<file path="config.mk">
export PLATFORM = sky130hd
export DESIGN_NAME = losvc_ram
export DESIGN_NICKNAME = d
export VERILOG_FILES = /design/src/rtl/core/line_of_sight_visibility_cost_defines.svh /design/src/rtl/core/losvc_ram.sv
export SDC_FILE = /design/constraint.sdc
export NUM_CORES = 2
export LEC_CHECK = 0
export ABC_AREA = 0
export BUFFER_PORTS_ARGS = -buffer_cell sky130_fd_sc_hd__buf_2
export CORE_ASPECT_RATIO = 2
export CORE_MARGIN = 1.5
export CORE_UTILIZATION = 30
export CTS_BUF_LIST = sky130_fd_sc_hd__clkbuf_8
export DETAILED_ROUTE_END_ITERATION = 10
export PLACE_DENSITY_LB_ADDON = 0.2
export SLEW_MARGIN = 20
export SYNTH_ARGS = -nofsm -noshare
export SYNTH_HDL_FRONTEND = slang
export SYNTH_SLANG_ARGS = --single-unit
export TNS_END_PERCENT = 5
</file>
<file path="constraint.sdc">
create_clock -name clk -period 5.92 [get_ports clk]
set_input_delay 0.296 -clock clk [delete_from_list [all_inputs] [get_ports clk]]
set_output_delay 0.296 -clock clk [all_outputs]
set_load 0.01 [all_outputs]
</file>
<file path="src/rtl/core/line_of_sight_visibility_cost_defines.svh">
// Assertion macros shared by the line-of-sight visibility cost RTL.
// Depends on nothing; expects signals clk and rst_n in the using module.
`ifndef LINE_OF_SIGHT_VISIBILITY_COST_DEFINES_SVH
`define LINE_OF_SIGHT_VISIBILITY_COST_DEFINES_SVH

// Same-cycle implication, checked outside reset.
`define LOSVC_ASSERT_NOW(label, ante, cons) \
  label: assert property (@(posedge clk) disable iff (!rst_n) (ante) |-> (cons)) \
    else $error("losvc assertion failed");

// Next-cycle implication, checked outside reset.
`define LOSVC_ASSERT_NEXT(label, ante, cons) \
  label: assert property (@(posedge clk) disable iff (!rst_n) (ante) |=> (cons)) \
    else $error("losvc assertion failed");

`endif

</file>
<file path="src/rtl/core/losvc_ram.sv">
// Generic simple dual-port RAM: one write port, one registered read port.
// Depends on nothing.
`default_nettype none

module losvc_ram #(
  parameter int WIDTH = 8,
  parameter int DEPTH = 256
) (
  input  wire logic                     clk,
  input  wire logic                     we,
  input  wire logic [$clog2(DEPTH)-1:0] waddr,
  input  wire logic [WIDTH-1:0]         wdata,
  input  wire logic [$clog2(DEPTH)-1:0] raddr,
  output logic      [WIDTH-1:0]         rdata
);

  logic [WIDTH-1:0] mem [DEPTH];

  // Write port and registered read port.
  always_ff @(posedge clk) begin
    if (we) begin
      mem[waddr] <= wdata;
    end
    rdata <= mem[raddr];
  end

endmodule

`default_nettype wire

</file>
==> results_dict.tcl <==
set metrics [dict create \
    first_global_vias 41400 \
    clockPowerShare 0.376 \
    clock.fmax_mhz 309 \
    netlist_instances 3733 \
    overflow 0 \
    fin_util 0.339 \
    status "finished clean" \
    max_slew_margin 0.179 \
    routabilityCongestion 0.833 \
    pwr-share-comb 0.055 \
    crit_arrival_ns 4.01 \
    drt_iter0_markers 2912 \
    finalNetCount 3981 \
    netSwitchingFraction 0.233 \
    path_class "primary input to flip-flop" \
    drc 0 \
    powerDensity_nw_per_um2 316 \
    dieArea_sq_um 268000 \
    ys_types 55 \
    postCtsSetupRepairBufs 0 \
    syn_to_final_growth_pct 12.4 \
    initial_utilization 0.301 \
    skew_ns 0.0666 \
    layout_min_cycle_time_ns 3.23 \
    synth.net_count 3759 \
    final_common_cell "edfxtp_1" \
    insertion_delay_ns 0.94 \
    die_y_um 731 \
    viasPerCell 4.99 \
    yosys_most_used_dff "edfxtp_1" \
    grt_pass1_wl_mm 330 \
    grt_max_degree 181 \
    htree_levels 5 \
    critPathLaunchType "primary input" \
    worstMarginPinSlew_ns 1.23 \
    power.leakage_nw 27.1 \
    hold_class "primary input to flip-flop" \
    firstDrtPassIters 5 \
    cts_buffers 290 \
    hpwl_mm 153 \
    port_buffers 33 \
    final_hold_viol_count 0 \
    path_clk_slew_ns 0.07 \
    seq_area_frac_synth 0.775 \
    ios 34 \
    pwr-share-seq 0.569 \
    timing.final.crit_share 0.546 \
    cp_max_fo 57 \
    drtAntennaViolNets 0 \
    end_kind "flip-flop" \
    ir_worst_vdd_mv 0.135 \
    synth-edff-count 2048 \
    syn_avg_cell_area_sq_um 21.3 \
    synth_seq_cells 2056 \
    cts.sink_count 2056 \
    layout_common_cells "edfxtp_1 (2048), mux4_2 (454), clkbuf_8 (299), nor2_1 (276), mux2i_1 (134)" \
    p_int_w 0.0217 \
    async_flop_share 0 \
    syn_area_sq_um 79600 \
    dieWidth_um 367 \
    vias 38300 \
    cts_root_buf "clkbuf_8" \
    drive_gt1_frac 0.242 \
    clk_path_buf_depth 4 \
    fillers 25100 \
    routed_wl_mm 236 \
    cts_tree "yes" \
    maxSlewViolCount 0 \
    switchingPower_w 0.00658 \
    yosys_warnings 0 \
    antenna_found_initial 13 \
    setup_viol 0 \
    rsz0062_at_grt "no" \
    maxCapViolCount 0 \
    rows 267 \
    coreArea_sq_um 264000 \
    grt_usage 0.175 \
    wl_per_cell_um 30.8 \
    tns_ns 0 \
    required_ns 6.70 \
]
## registers in the layout (all words and copies together) (netlist names)
name	flops
mem	2048
rdata	8
## metrics by stage
stage / area (sq um) / hold WS (ns) / cells / power [W] / setup slack [ns]
3_3_place_gp: 84000 / 0.783 / 7150 / 0.0180 / 1.55
4_1_cts: 89300 / 0.132 / 7653 / 0.0286 / 2.59
6_report: 89400 / 0.220 / 7665 / 0.0282 / 2.69
5_1_grt: 89400 / 0.221 / 7657 / 0.0291 / 2.53
2_1_floorplan: 79600 / 0.395 / 3733 / 0.0172 / 3.69
3_5_place_dp: 84100 / 0.785 / 7151 / 0.0180 / 1.58
## kinds of logic after synthesis
kind of cell           count (synthesis)  synth area share
buffers and inverters                235            0.0183
DFF                                 2056             0.775
muxes                                591             0.146
AOI/OAI and AO/OA                    385            0.0342
and+or+nand+nor                      466            0.0263
## what timing repair did
action                                  CTS  global route
hold buffers                              8             0
hold endpoints to repair                633             0
endpoints found under the setup margin    0             0
gates resized for setup                   0             0
## power by group through the flow
stage / combinational (W) / sequential [W] / clock [W]
2_1_floorplan: 0.000780 / 0.0164 / 0
3_3_place_gp: 0.00157 / 0.0164 / 0
3_5_place_dp: 0.00158 / 0.0164 / 0
4_1_cts: 0.00159 / 0.0161 / 0.0109
5_1_grt: 0.00162 / 0.0161 / 0.0114
6_report: 0.00154 / 0.0161 / 0.0106
## area by class of cell
cell class / count / area, sq um / area share
sequential: 2056 / 61700 / 0.690
multi-input combinational: 1442 / 16600 / 0.186
tap: 3497 / 4380 / 0.0489
clock buffer: 299 / 4120 / 0.0460
timing repair buffer: 163 / 1500 / 0.0168
clock inverter: 195 / 1090 / 0.0122
antenna: 11 / 27.5 / 0.000308
inverter: 2 / 7.51 / 0.0000840
## metal layers
layer,GRT usage,share of wire,up-vias
met5,0,0.000038,-
met4,0.0672,0.038,2
met3,0.0237,0.038,350
met2,0.346,0.58,943
met1,0.183,0.35,20900
li1,-,-,16100
## worst max-delay path, cell delays in order
cell	delay (ns)
buf_8	0.41
buf_12	0.44
buf_4	0.32
mux4_2	0.57
mux2i_1	0.60
o221ai_1	0.19
a211oi_1	0.64
buf_4	0.29
nor4_1	0.06
## Yosys cell counts, drive strengths merged (6+ instances only)
library cell     n  area share
edfxtp        2048        0.77
mux4           456        0.13
nor2           282       0.013
mux2i          134       0.017
a22oi          133       0.013
buf            122       0.013
clkbuf         111      0.0052
a21oi           96      0.0060
o221ai          47      0.0053
nand3           34      0.0021
nand2           33      0.0016
nor2b           31      0.0024
o22ai           28      0.0022
nor4            27      0.0024
nor3            22      0.0014
a211oi          16      0.0015
a221oi          14      0.0016
o21ai           12     0.00075
nand4           10     0.00079
o211ai          10     0.00094
a22o             8     0.00088
dfxtp            8      0.0020
nand2b           8     0.00063
and2             6     0.00047
## path summary, 6_finish.rpt
check	to	slack, ns	from	cells past startpoint
max reg2reg	rdata[5]	2.87	mem[27][5]	7
min reg2reg	rdata[7]	1.09	mem[106][7]	6
max	rdata[5]	2.69	raddr[0]	9
min	mem[172][5]	0.22	waddr[2]	3
Power figures use the tool's default switching activity.
